===== src/hdl/adpb_pkg.sv =====
`default_nettype none
// ----------------------------------------------------------------------------
// adpb_pkg: shared types and constants of the DMA packet builder
// Register codes, header and segment flag bytes, job and word records.
// ----------------------------------------------------------------------------
package adpb_pkg;

    localparam logic [7:0] MAX_SEGMENTS = 8'd128;

    localparam logic [7:0] HDR_FLAGS    = 8'h0D;
    localparam logic [7:0] HDR_LEN_SHORT = 8'd2;
    localparam logic [7:0] HDR_LEN_LONG  = 8'd3;
    localparam logic [3:0] WORDS_SHORT  = 4'd8;
    localparam logic [3:0] WORDS_LONG   = 4'd10;

    localparam logic [7:0] SEG_ORDER    = 8'h10;
    localparam logic [7:0] SEG_TODEV    = 8'h20;
    localparam logic [7:0] SEG_LAST     = 8'h80;

    localparam logic [7:0] REG_NONE     = 8'h00;
    localparam logic [7:0] REG_CONTROL  = 8'h0E;
    localparam logic [7:0] REG_COUNT    = 8'h12;
    localparam logic [7:0] REG_LBA_LOW  = 8'h13;
    localparam logic [7:0] REG_LBA_MID  = 8'h14;
    localparam logic [7:0] REG_LBA_HIGH = 8'h15;
    localparam logic [7:0] REG_DEVICE   = 8'h16;
    localparam logic [7:0] REG_CMD_END  = 8'h97;

    localparam logic [7:0] VAL_ZERO     = 8'h00;
    localparam logic [7:0] VAL_IGNORE   = 8'h20;

    typedef enum logic [1:0] {
        JOB_CMD,
        JOB_SEG,
        JOB_ERR
    } t_job_kind;

    typedef struct packed {
        t_job_kind   kind;
        logic        lba48;
        logic [7:0]  device_byte;
        logic [7:0]  command_code;
        logic [15:0] sector_count;
        logic [47:0] block_address;
        logic [31:0] seg_address;
        logic [28:0] seg_len8;
        logic        seg_last;
        logic [10:0] seg_start;
        logic        write_dir;
        logic [3:0]  mode_nibble;
    } t_job;

    typedef struct packed {
        logic [9:0]  word_index;
        logic [31:0] word_value;
        logic        run_last;
        logic        packet_end;
        logic        seg_error;
    } t_word;

    function automatic logic [31:0] pair_word(input logic [7:0] v0, input logic [7:0] r0,
                                              input logic [7:0] v1, input logic [7:0] r1);
        pair_word = {r1, v1, r0, v0};
    endfunction

endpackage
`default_nettype wire


===== src/hdl/adpb_front.sv =====
`default_nettype none
// ----------------------------------------------------------------------------
// adpb_front: item intake and classification
// Tracks the open packet, turns each beat into a job and queues it.
// ----------------------------------------------------------------------------
module adpb_front import adpb_pkg::*; (
    input  wire logic        i_clk,
    input  wire logic        i_rst_n,
    input  wire logic        push,
    output logic             full,
    input  wire logic        i_req_type,
    input  wire logic        i_lba48,
    input  wire logic        i_is_write,
    input  wire logic [3:0]  i_xfer_mode,
    input  wire logic [7:0]  i_device_byte,
    input  wire logic [7:0]  i_command_code,
    input  wire logic [15:0] i_sector_count,
    input  wire logic [47:0] i_block_address,
    input  wire logic [31:0] i_seg_address,
    input  wire logic [31:0] i_seg_length,
    input  wire logic        i_seg_last,
    output logic             o_job_valid,
    output t_job             o_job,
    input  wire logic        i_job_pop
);

    logic       r_packet_open, n_packet_open;
    logic       r_long_header, n_long_header;
    logic       r_write_dir, n_write_dir;
    logic [3:0] r_mode_nibble, n_mode_nibble;
    logic [7:0] r_segment_count, n_segment_count;

    t_job       n_job;
    t_job       r_jobq [2];
    logic       r_wr_ptr, r_rd_ptr;
    logic [1:0] r_count;
    logic       accept;
    logic       job_pop;

    assign full        = (r_count == 2'd2);
    assign accept      = push && !full;
    assign o_job_valid = (r_count != 2'd0);
    assign o_job       = r_jobq[r_rd_ptr];
    assign job_pop     = i_job_pop && o_job_valid;

    always_comb begin
        n_packet_open   = r_packet_open;
        n_long_header   = r_long_header;
        n_write_dir     = r_write_dir;
        n_mode_nibble   = r_mode_nibble;
        n_segment_count = r_segment_count;

        n_job.lba48         = i_lba48;
        n_job.device_byte   = i_device_byte;
        n_job.command_code  = i_command_code;
        n_job.sector_count  = i_sector_count;
        n_job.block_address = i_block_address;
        n_job.seg_address   = i_seg_address;
        n_job.seg_len8      = i_seg_length[31:3];
        n_job.seg_last      = i_seg_last;
        n_job.seg_start     = (r_long_header ? 11'd10 : 11'd8)
                            + {1'b0, r_segment_count, 2'b00};
        n_job.write_dir     = r_write_dir;
        n_job.mode_nibble   = r_mode_nibble;

        if (!i_req_type) begin
            n_job.kind      = JOB_CMD;
            n_packet_open   = 1'b1;
            n_long_header   = i_lba48;
            n_write_dir     = i_is_write;
            n_mode_nibble   = i_xfer_mode;
            n_segment_count = 8'd0;
        end else if (!r_packet_open || (r_segment_count >= MAX_SEGMENTS)) begin
            n_job.kind = JOB_ERR;
        end else begin
            n_job.kind      = JOB_SEG;
            n_segment_count = r_segment_count + 8'd1;
            if (i_seg_last) begin
                n_packet_open = 1'b0;
            end
        end
    end

    always_ff @(posedge i_clk) begin
        if (!i_rst_n) begin
            r_packet_open   <= 1'b0;
            r_long_header   <= 1'b0;
            r_write_dir     <= 1'b0;
            r_mode_nibble   <= 4'd0;
            r_segment_count <= 8'd0;
        end else if (accept) begin
            r_packet_open   <= n_packet_open;
            r_long_header   <= n_long_header;
            r_write_dir     <= n_write_dir;
            r_mode_nibble   <= n_mode_nibble;
            r_segment_count <= n_segment_count;
        end
    end

    always_ff @(posedge i_clk) begin
        if (!i_rst_n) begin
            r_wr_ptr <= 1'b0;
            r_rd_ptr <= 1'b0;
            r_count  <= 2'd0;
        end else begin
            if (accept) begin
                r_wr_ptr <= !r_wr_ptr;
            end
            if (job_pop) begin
                r_rd_ptr <= !r_rd_ptr;
            end
            r_count <= r_count + {1'b0, accept} - {1'b0, job_pop};
        end
    end

    always_ff @(posedge i_clk) begin
        if (accept) begin
            r_jobq[r_wr_ptr] <= n_job;
        end
    end

    a_count_bound: assert property (@(posedge i_clk) disable iff (!i_rst_n)
        r_count <= 2'd2) else $error("job queue count out of range");

    a_cmd_opens: assert property (@(posedge i_clk) disable iff (!i_rst_n)
        (accept && !i_req_type) |=> (r_packet_open && (r_segment_count == 8'd0)))
        else $error("command did not open a fresh packet");

    a_seg_bound: assert property (@(posedge i_clk) disable iff (!i_rst_n)
        r_segment_count <= MAX_SEGMENTS) else $error("segment count past limit");

endmodule
`default_nettype wire


===== src/hdl/adpb_back.sv =====
`default_nettype none
// ----------------------------------------------------------------------------
// adpb_back: packet word emitter
// Walks each queued job one word per cycle into a two-entry result queue, stalling while it is full.
// ----------------------------------------------------------------------------
module adpb_back import adpb_pkg::*; (
    input  wire logic        i_clk,
    input  wire logic        i_rst_n,
    input  wire logic [31:0] i_packet_base,
    input  wire logic        i_job_valid,
    input  wire t_job        i_job,
    output logic             o_job_pop,
    output logic             empty,
    input  wire logic        pop,
    output t_word            o_word
);

    logic [3:0]  r_beat;
    logic        last_word;
    logic        emit;
    logic        outq_full;
    logic        out_pop;
    logic [3:0]  cmd_words;
    logic [7:0]  hdr_len;
    logic [10:0] next_idx;
    logic [31:0] addend;
    logic [31:0] chain_ptr;
    logic [7:0]  seg_flags;
    t_word       n_word;
    t_word       r_outq [2];
    logic        r_wr_ptr, r_rd_ptr;
    logic [1:0]  r_count;

    assign cmd_words = i_job.lba48 ? WORDS_LONG : WORDS_SHORT;
    assign hdr_len   = i_job.lba48 ? HDR_LEN_LONG : HDR_LEN_SHORT;
    assign next_idx  = i_job.seg_start + 11'd4;
    assign addend    = (i_job.kind == JOB_CMD) ? {26'd0, cmd_words, 2'b00}
                                               : {19'd0, next_idx, 2'b00};
    assign chain_ptr = i_packet_base + addend;
    assign seg_flags = SEG_ORDER | (i_job.write_dir ? SEG_TODEV : 8'h00)
                     | (i_job.seg_last ? SEG_LAST : 8'h00);

    assign outq_full = (r_count == 2'd2);
    assign emit      = i_job_valid && !outq_full;
    assign o_job_pop = emit && last_word;
    assign empty     = (r_count == 2'd0);
    assign out_pop   = pop && !empty;
    assign o_word    = r_outq[r_rd_ptr];

    always_comb begin
        case (i_job.kind)
            JOB_CMD: last_word = (r_beat == (cmd_words - 4'd1));
            JOB_SEG: last_word = (r_beat == 4'd3);
            default: last_word = 1'b1;
        endcase
    end

    always_comb begin
        n_word.run_last   = last_word;
        n_word.packet_end = 1'b0;
        n_word.seg_error  = 1'b0;
        n_word.word_index = 10'd0;
        n_word.word_value = 32'd0;
        case (i_job.kind)
            JOB_CMD: begin
                n_word.word_index = {6'd0, r_beat};
                case (r_beat)
                    4'd0: n_word.word_value = {hdr_len, HDR_FLAGS, 16'h0000};
                    4'd1: n_word.word_value = i_packet_base;
                    4'd2: n_word.word_value = chain_ptr;
                    4'd3: n_word.word_value = 32'd0;
                    4'd4: n_word.word_value = i_job.lba48
                        ? pair_word(i_job.device_byte, REG_DEVICE,
                                    i_job.sector_count[15:8], REG_COUNT)
                        : pair_word(i_job.device_byte, REG_DEVICE,
                                    i_job.sector_count[7:0], REG_COUNT);
                    4'd5: n_word.word_value = i_job.lba48
                        ? pair_word(i_job.block_address[31:24], REG_LBA_LOW,
                                    i_job.block_address[39:32], REG_LBA_MID)
                        : pair_word(i_job.block_address[7:0], REG_LBA_LOW,
                                    i_job.block_address[15:8], REG_LBA_MID);
                    4'd6: n_word.word_value = i_job.lba48
                        ? pair_word(i_job.block_address[47:40], REG_LBA_HIGH,
                                    i_job.sector_count[7:0], REG_COUNT)
                        : pair_word(i_job.block_address[23:16], REG_LBA_HIGH,
                                    VAL_ZERO, REG_CONTROL);
                    4'd7: n_word.word_value = i_job.lba48
                        ? pair_word(i_job.block_address[7:0], REG_LBA_LOW,
                                    i_job.block_address[15:8], REG_LBA_MID)
                        : pair_word(VAL_IGNORE, REG_NONE,
                                    i_job.command_code, REG_CMD_END);
                    4'd8: n_word.word_value = pair_word(i_job.block_address[23:16],
                                    REG_LBA_HIGH, VAL_ZERO, REG_CONTROL);
                    4'd9: n_word.word_value = pair_word(VAL_IGNORE, REG_NONE,
                                    i_job.command_code, REG_CMD_END);
                    default: n_word.word_value = 32'd0;
                endcase
            end
            JOB_SEG: begin
                n_word.word_index = i_job.seg_start[9:0] + {8'd0, r_beat[1:0]};
                n_word.packet_end = last_word && i_job.seg_last;
                case (r_beat[1:0])
                    2'd0:    n_word.word_value = i_job.seg_address;
                    2'd1:    n_word.word_value = {3'd0, i_job.seg_len8};
                    2'd2:    n_word.word_value = {20'd0, i_job.mode_nibble, seg_flags};
                    default: n_word.word_value = i_job.seg_last ? 32'd0 : chain_ptr;
                endcase
            end
            default: begin
                n_word.seg_error = 1'b1;
            end
        endcase
    end

    always_ff @(posedge i_clk) begin
        if (!i_rst_n) begin
            r_beat <= 4'd0;
        end else if (emit) begin
            r_beat <= last_word ? 4'd0 : (r_beat + 4'd1);
        end
    end

    always_ff @(posedge i_clk) begin
        if (!i_rst_n) begin
            r_wr_ptr <= 1'b0;
            r_rd_ptr <= 1'b0;
            r_count  <= 2'd0;
        end else begin
            if (emit) begin
                r_wr_ptr <= !r_wr_ptr;
            end
            if (out_pop) begin
                r_rd_ptr <= !r_rd_ptr;
            end
            r_count <= r_count + {1'b0, emit} - {1'b0, out_pop};
        end
    end

    always_ff @(posedge i_clk) begin
        if (emit) begin
            r_outq[r_wr_ptr] <= n_word;
        end
    end

    a_outq_bound: assert property (@(posedge i_clk) disable iff (!i_rst_n)
        r_count <= 2'd2) else $error("result queue count out of range");

    a_beat_idle: assert property (@(posedge i_clk) disable iff (!i_rst_n)
        (r_beat != 4'd0) |-> i_job_valid) else $error("word walk without a job");

    a_beat_range: assert property (@(posedge i_clk) disable iff (!i_rst_n)
        (r_beat != 4'd0) |-> (r_beat < WORDS_LONG)) else $error("word walk overran");

endmodule
`default_nettype wire


===== src/hdl/ata_dma_packet_builder.sv =====
// The first word of an item reaches the result ports through the registered job
// queue and then the registered result queue.
// Throughput: one packet word per cycle from a single word emitter while the
// result queue has room; a command is 8 (short) or 10 (48-bit) words, a segment 4
// words and a rejected segment 1. Reset: synchronous, active low; clears the open
// packet state, both queues and packet_base; no clearing pass.
`default_nettype none
// ----------------------------------------------------------------------------
// ata_dma_packet_builder: DMA command packet builder, top level
// Holds packet_base and joins the intake front to the word emitter.
// ----------------------------------------------------------------------------
module ata_dma_packet_builder import adpb_pkg::*; (
    input  wire logic        i_clk,
    input  wire logic        i_rst_n,
    input  wire logic        i_cfg_wr_en,
    input  wire logic [31:0] i_cfg_wr_data,
    input  wire logic        push,
    output logic             full,
    input  wire logic        i_req_type,
    input  wire logic        i_lba48,
    input  wire logic        i_is_write,
    input  wire logic [3:0]  i_xfer_mode,
    input  wire logic [7:0]  i_device_byte,
    input  wire logic [7:0]  i_command_code,
    input  wire logic [15:0] i_sector_count,
    input  wire logic [47:0] i_block_address,
    input  wire logic [31:0] i_seg_address,
    input  wire logic [31:0] i_seg_length,
    input  wire logic        i_seg_last,
    output logic             empty,
    input  wire logic        pop,
    output logic [9:0]       o_word_index,
    output logic [31:0]      o_word_value,
    output logic             o_run_last,
    output logic             o_packet_end,
    output logic             o_seg_error
);

    logic [31:0] r_packet_base;
    logic        job_valid;
    logic        job_pop;
    t_job        job;
    t_word       word;

    always_ff @(posedge i_clk) begin
        if (!i_rst_n) begin
            r_packet_base <= 32'd0;
        end else if (i_cfg_wr_en) begin
            r_packet_base <= i_cfg_wr_data;
        end
    end

    adpb_front u_front (
        .i_clk           (i_clk),
        .i_rst_n         (i_rst_n),
        .push            (push),
        .full            (full),
        .i_req_type      (i_req_type),
        .i_lba48         (i_lba48),
        .i_is_write      (i_is_write),
        .i_xfer_mode     (i_xfer_mode),
        .i_device_byte   (i_device_byte),
        .i_command_code  (i_command_code),
        .i_sector_count  (i_sector_count),
        .i_block_address (i_block_address),
        .i_seg_address   (i_seg_address),
        .i_seg_length    (i_seg_length),
        .i_seg_last      (i_seg_last),
        .o_job_valid     (job_valid),
        .o_job           (job),
        .i_job_pop       (job_pop)
    );

    adpb_back u_back (
        .i_clk         (i_clk),
        .i_rst_n       (i_rst_n),
        .i_packet_base (r_packet_base),
        .i_job_valid   (job_valid),
        .i_job         (job),
        .o_job_pop     (job_pop),
        .empty         (empty),
        .pop           (pop),
        .o_word        (word)
    );

    assign o_word_index = word.word_index;
    assign o_word_value = word.word_value;
    assign o_run_last   = word.run_last;
    assign o_packet_end = word.packet_end;
    assign o_seg_error  = word.seg_error;

endmodule
`default_nettype wire

===== config.mk =====
export PLATFORM = sky130hd
export DESIGN_NAME = ata_dma_packet_builder
export DESIGN_NICKNAME = d
export VERILOG_FILES = /design/src/hdl/adpb_pkg.sv /design/src/hdl/adpb_front.sv /design/src/hdl/adpb_back.sv /design/src/hdl/ata_dma_packet_builder.sv
export SDC_FILE = /design/constraint.sdc
export NUM_CORES = 1
export LEC_CHECK = 0
export BUFFER_PORTS_ARGS = -buffer_cell sky130_fd_sc_hd__buf_2
export CAP_MARGIN = 20
export CORE_MARGIN = 2
export CORE_UTILIZATION = 50
export DETAILED_ROUTE_END_ITERATION = 12
export PLACE_DENSITY = 0.7
export SYNTH_ARGS = -nofsm -noshare
export SYNTH_HDL_FRONTEND = slang
export SYNTH_SLANG_ARGS = --single-unit
export TNS_END_PERCENT = 50

===== constraint.sdc =====
create_clock -name i_clk -period 17.7 [get_ports i_clk]
set_clock_uncertainty 0.2 [all_clocks]
set_input_delay 1.77 -clock i_clk [delete_from_list [all_inputs] [get_ports i_clk]]
set_output_delay 1.77 -clock i_clk [all_outputs]
set_load 0.02 [all_outputs]

Word level (Yosys, flattened, before mapping). Memories as Yosys holds them, arrays and structs flattened. A register that Yosys moved wholly into a read port is not among the register bits. Cells that the tools add are included.

Bits in writable memories: 412. Bits in registers: 59. Memories: 2. Logic and storage cells: 103. Bits of input ports: 189.

Memories: u_front.r_jobq (words 2, width 161, read ports 1, clocked after memory_dff 1, wr ports 1, RTL line adpb_front.sv:34) `t_job r_jobq [2];`; u_back.r_outq (words 2, width 45, read ports 1, clocked after memory_dff 1, wr ports 1, RTL line adpb_back.sv:30) `t_word r_outq [2];`.

Reduce and logical (&&, ||, !) cells: 24. Bitwise operators: 2. Mux-type cells: 33. Equality and inequality tests: 17. $lt $le $gt $ge: 1. Add/sub/neg operators: 11.

Operator list (count): $pmux W32 S9 (1); $pmux W32 S3 (1); $pmux W42 S2 (1); $mux W32 (2); $mux W24 (2); $add A32 B32 Y32 (1); $mux W29 (1); $mux W8 (3); $eq A4 B3 Y1 const B (4); $mux W1 (14); $mux W13 (1); $add A11 B10 Y11 (1); $add A11 B3 Y11 const B (1); $add A10 B2 Y10 (1); $add A8 B1 Y8 const B (1); $eq A4 B2 Y1 const B (2); $eq A4 B4 Y1 const B (2); $ge A8 B8 Y1 const B (1); $logic_not A1 Y1 (8); $mux W2 (4); $or A8 B8 Y8 (1); $eq A2 B2 Y1 const B (3); $logic_and A1 B1 Y1 (6); $logic_not A2 Y1 (3); other kinds (19) (23).

Logic depth before layout (Yosys ltp).
Depth after elaboration: 8. Depth in mapped cells: 17. Gate-level depth less buffers: 13.

Cells and area by module. From an unflattened synthesis, not the netlist that was laid out.

Cells, all modules: 1479. Area total of the unflattened synthesis: 21206.6 µm².

Modules (own cells, without submodules): adpb_front (area each 12593.3 µm², cells each 619, seq. area each 10009.6 µm², times used 1); adpb_back (area each 7369.6 µm², cells each 757, seq. area each 2882.8 µm², times used 1); ata_dma_packet_builder (area each 1243.7 µm², cells each 103, seq. area each 640.6 µm², times used 1).

Worst setup path after synthesis. No wires, ideal clock.

Path type: input-to-reg. Start: input port push. End: memory u_front.r_jobq[0][0] (netlist name) (enable). Cell stages on the path: 3. Arrival time: 8714 ps. Data required time: 16816 ps. Slack: 8102 ps. Buffers on the path: 1. Path through: nand2_1 -> clkbuf_1 -> nor2_1.

Longest elaborated chain between the ends: 3.

RTL lines: from (decl) (RTL line ata_dma_packet_builder.sv:17) `input wire logic push,`; $logic_and A1 B1 Y1 (RTL line adpb_front.sv:41) `assign accept = push && !full;`; $mux W1 (RTL line adpb_front.sv:117) `if (accept) begin`; $mux W1 (implied by the code) (RTL line adpb_front.sv:118) `r_jobq[r_wr_ptr] <= n_job;`; to (decl) (RTL line adpb_front.sv:34).

Every way passes these cells.

==> reports/summary.txt <==
Fin. Hold Viols = 0
worst hold start = u_front.r_long_header
CP Capture Type = flop
Internal = 2.39 mW
Total GRT Usage = 24.5%
initial drt markers = 1,333
sequential element share of the synthesized area = 65.1%
port bufs = 232
Final min period = 5.59 ns
Post-Syn Instances = 1,479
most frequent cells in the layout = 410 x edfxtp_1, 232 x buf_2, 114 x mux2i_1
Avg WL per Cell = 23.6 µm
Cell Pwr Density = 148 nW/µm²
post-DP HPWL = 36,600 µm
Hold Path End = u_front.r_jobq[0][6]
H-tree levels = 2
Net Sw Power = 1.15 mW
number of synthesized flops with an enable pin = 410
Die Height = 208 µm
die area = 43,200 µm²
vias in the first global route = 13,162
WL final = 53,500 µm
yosys warns = 0
fraction of layout cells with a size suffix above 1 = 26.0%
CP max FO = 59
utilization after layout = 58.3%
relative slew slack = 25.7%
worst hold path type = reg2reg
final number of max-transition violations = 0
startpoint types = flop
drt via density = 5.93
syn_area_per_cell = 14.1 µm²
antenna violations before repair = 5
clock root cell = clkbuf_16
nets = 1,911
library cells used by synthesis = 81
Worst-Margin Slew = 1.11 ns
ys flop type = edfxtp_1
fmax = 179 MHz
worst vdd ir = 0.0000741 V
Post-CTS Resized = 0
Clock Latency Late Sink = 0.59 ns
Worst R2R Setup Slack = 12.11 ns
RSZ-0062 raised after global routing = no
Starting Density = 50.8%
die width = 208 µm
core area = 40,900 µm²
worst setup path class = reg2reg
most common cell after layout, fill and taps aside = edfxtp_1
combinational share of power = 29.3%
clock transition at the registers of the reported paths = 0.06 ns
Yosys reg bits = 471
Hold Crit Depth = 0
CTS sink cnt = 471
ys async rst share = 0%
outcome = finished, final reports clean
postcts setup bufs = 0
switching part of the total = 32.5%
CTS Hold Buffers Added = 0
cts bufs inserted = 48
first-pass GRT wire length = 80,000 µm
GPL Wtd Cong = 0.888
DRT Pass-1 Iters = 6
total gr overflow = 0
R2R Path End = u_back.r_outq[1][23]
max_cap viols = 0
# rows = 74
endpoints failing setup = 0
Reg2Reg Depth = 13
pin count of the biggest net entering global routing = 82
Period Utilization, post-route = 31.6%
mapped cell area = 20,800 µm²
vias = 13,476
Clock Power Share = 27.7%
CP required = 17.80 ns
ANT nets after route = 0
CP arrival = 5.69 ns
setup TNS = 0 ns
clock buffer depth = 3
register share of total power = 43.0%
CTS tree = done
remaining routing DRC violations = 0
I/O Pins = 236
Syn-to-layout area delta = 14.9%
syn_nets = 1,694
leakage power total = 8.55 nW
==> critical path, cell delays in order, from the launching register on <==
cell,delay (ns)
dfxtp_4,0.89
buf_4,0.77
mux2i_1,0.32
nor3_1,0.50
nand3_1,0.16
xnor2_1,0.19
nor2_1,0.06
ha_1,0.35
a21oi_1,0.21
o21ai_0,0.17
or2_2,0.32
o221ai_1,0.56
o32ai_1,0.16
a311o_1,0.35
==> power by group through the flow <==
stage	Sequential, mW	Clock, mW	Combinational, mW
finish	1.52	0.979	1.04
global route	1.54	1.03	1.12
CTS	1.52	0.995	1.04
detailed placement	1.55	0	1.03
global placement	1.54	0	1.02
floorplan	1.52	0	0.754
==> area by class of cell <==
class,instances,area [µm²]
fillers,3220,17000
clock buffers,64,1290
flip-flops and latches,471,13500
diodes,6,15.0
clock inverters,23,228
inverters,26,97.6
repair buffers,248,1280
well taps,532,666
multi-input cells,901,6760
==> layer usage <==
| metal | GRT usage, % | up-vias | wire length, µm |
|---|---|---|---|
| li1 | - | 6137 | - |
| met1 | 35.0 | 6628 | 22800 |
| met2 | 38.3 | 620 | 24700 |
| met3 | 4.05 | 91 | 4450 |
| met4 | 8.34 | 0 | 1520 |
| met5 | 0 | - | 0 |
==> sequential cells by signal, indices dropped and copies added (netlist names), named ones only <==
| signal | cells |
|---|---|
| u_front.r_long_header | 1 |
| r_packet_base | 32 |
| u_front.r_wr_ptr | 1 |
| u_front.r_mode_nibble | 4 |
| u_back.r_beat | 4 |
| u_front.r_count | 2 |
| u_front.r_rd_ptr | 1 |
| u_back.r_wr_ptr | 1 |
| u_back.r_outq | 90 |
| u_front.r_jobq | 320 |
| u_back.r_count | 2 |
| u_front.r_write_dir | 1 |
| u_front.r_packet_open | 1 |
| u_front.r_segment_count | 8 |
| u_back.r_rd_ptr | 1 |
==> logic make-up (layout without fill, tap and decap cells) <==
family	after synthesis	in the layout	synth area share [%]
flip-flops	471	471	65.1
AND/OR/NAND/NOR	326	326	7.99
AO/OA/AOI/OAI	282	282	9.40
multiplexers	224	224	11.5
buffers and inverters	107	361	2.55
XOR/XNOR	43	43	1.81
adder cells (fa/ha/maj)	26	26	1.60
other	0	6	0
==> worst max path at each step <==
stage / start / end / cells past startpoint
after floorplan: push / u_front.r_jobq[0][0] / 3
after global placement: flop / u_back.r_outq[0][23] / 13
after detailed placement: flop / u_back.r_outq[1][23] / 13
after CTS: flop / u_back.r_outq[0][23] / 13
after global routing: flop / u_back.r_outq[1][23] / 13
final: flop / u_back.r_outq[1][23] / 13
==> synth_stat cells, types with 5 or more instances <==
| cell | instances | area [µm²] |
|---|---|---|
| nand3b_1 | 6 | 45.0 |
| mux2i_1 | 114 | 1140 |
| a31oi_1 | 13 | 81.3 |
| o21a_1 | 7 | 52.6 |
| o21ai_0 | 46 | 230 |
| buf_4 | 5 | 37.5 |
| or4_1 | 6 | 45.0 |
| nor2b_1 | 46 | 288 |
| dfxtp_1 | 61 | 1220 |
| buf_6 | 10 | 113 |
| clkbuf_1 | 33 | 124 |
| a22oi_1 | 24 | 180 |
| and2_1 | 14 | 87.6 |
| nand2_1 | 84 | 315 |
| nand4_1 | 11 | 68.8 |
| nand3_1 | 43 | 215 |
| o221ai_1 | 16 | 140 |
| buf_2 | 26 | 130 |
| a32oi_1 | 7 | 61.3 |
| a21oi_1 | 49 | 245 |
| xnor2_1 | 29 | 254 |
| inv_1 | 26 | 97.6 |
| a21boi_0 | 9 | 67.6 |
| mux2_2 | 106 | 1190 |
| a21o_1 | 5 | 37.5 |
| ha_1 | 25 | 313 |
| buf_1 | 6 | 22.5 |
| and3_1 | 7 | 43.8 |
| nor3_1 | 9 | 45.0 |
| xor2_1 | 14 | 123 |
| nor2_1 | 70 | 263 |
| a22o_1 | 6 | 52.6 |
| edfxtp_1 | 410 | 12300 |
| o22ai_1 | 29 | 181 |
| a211oi_1 | 17 | 128 |
| o211ai_1 | 8 | 60.1 |
==> metrics by stage <==
step	setup WS (ns)	hold slack (ns)	cell area [µm²]	total power [mW]	instances
after floorplan	8.10	0.219	20800	2.27	1479
after global placement	12.30	0.230	22300	2.56	2178
after detailed placement	12.22	0.238	22300	2.58	2178
after CTS	12.20	0.248	23900	3.56	2265
after global routing	11.71	0.254	23900	3.70	2270
final	12.11	0.246	23900	3.54	2271
Power figures use the tool's default switching activity.
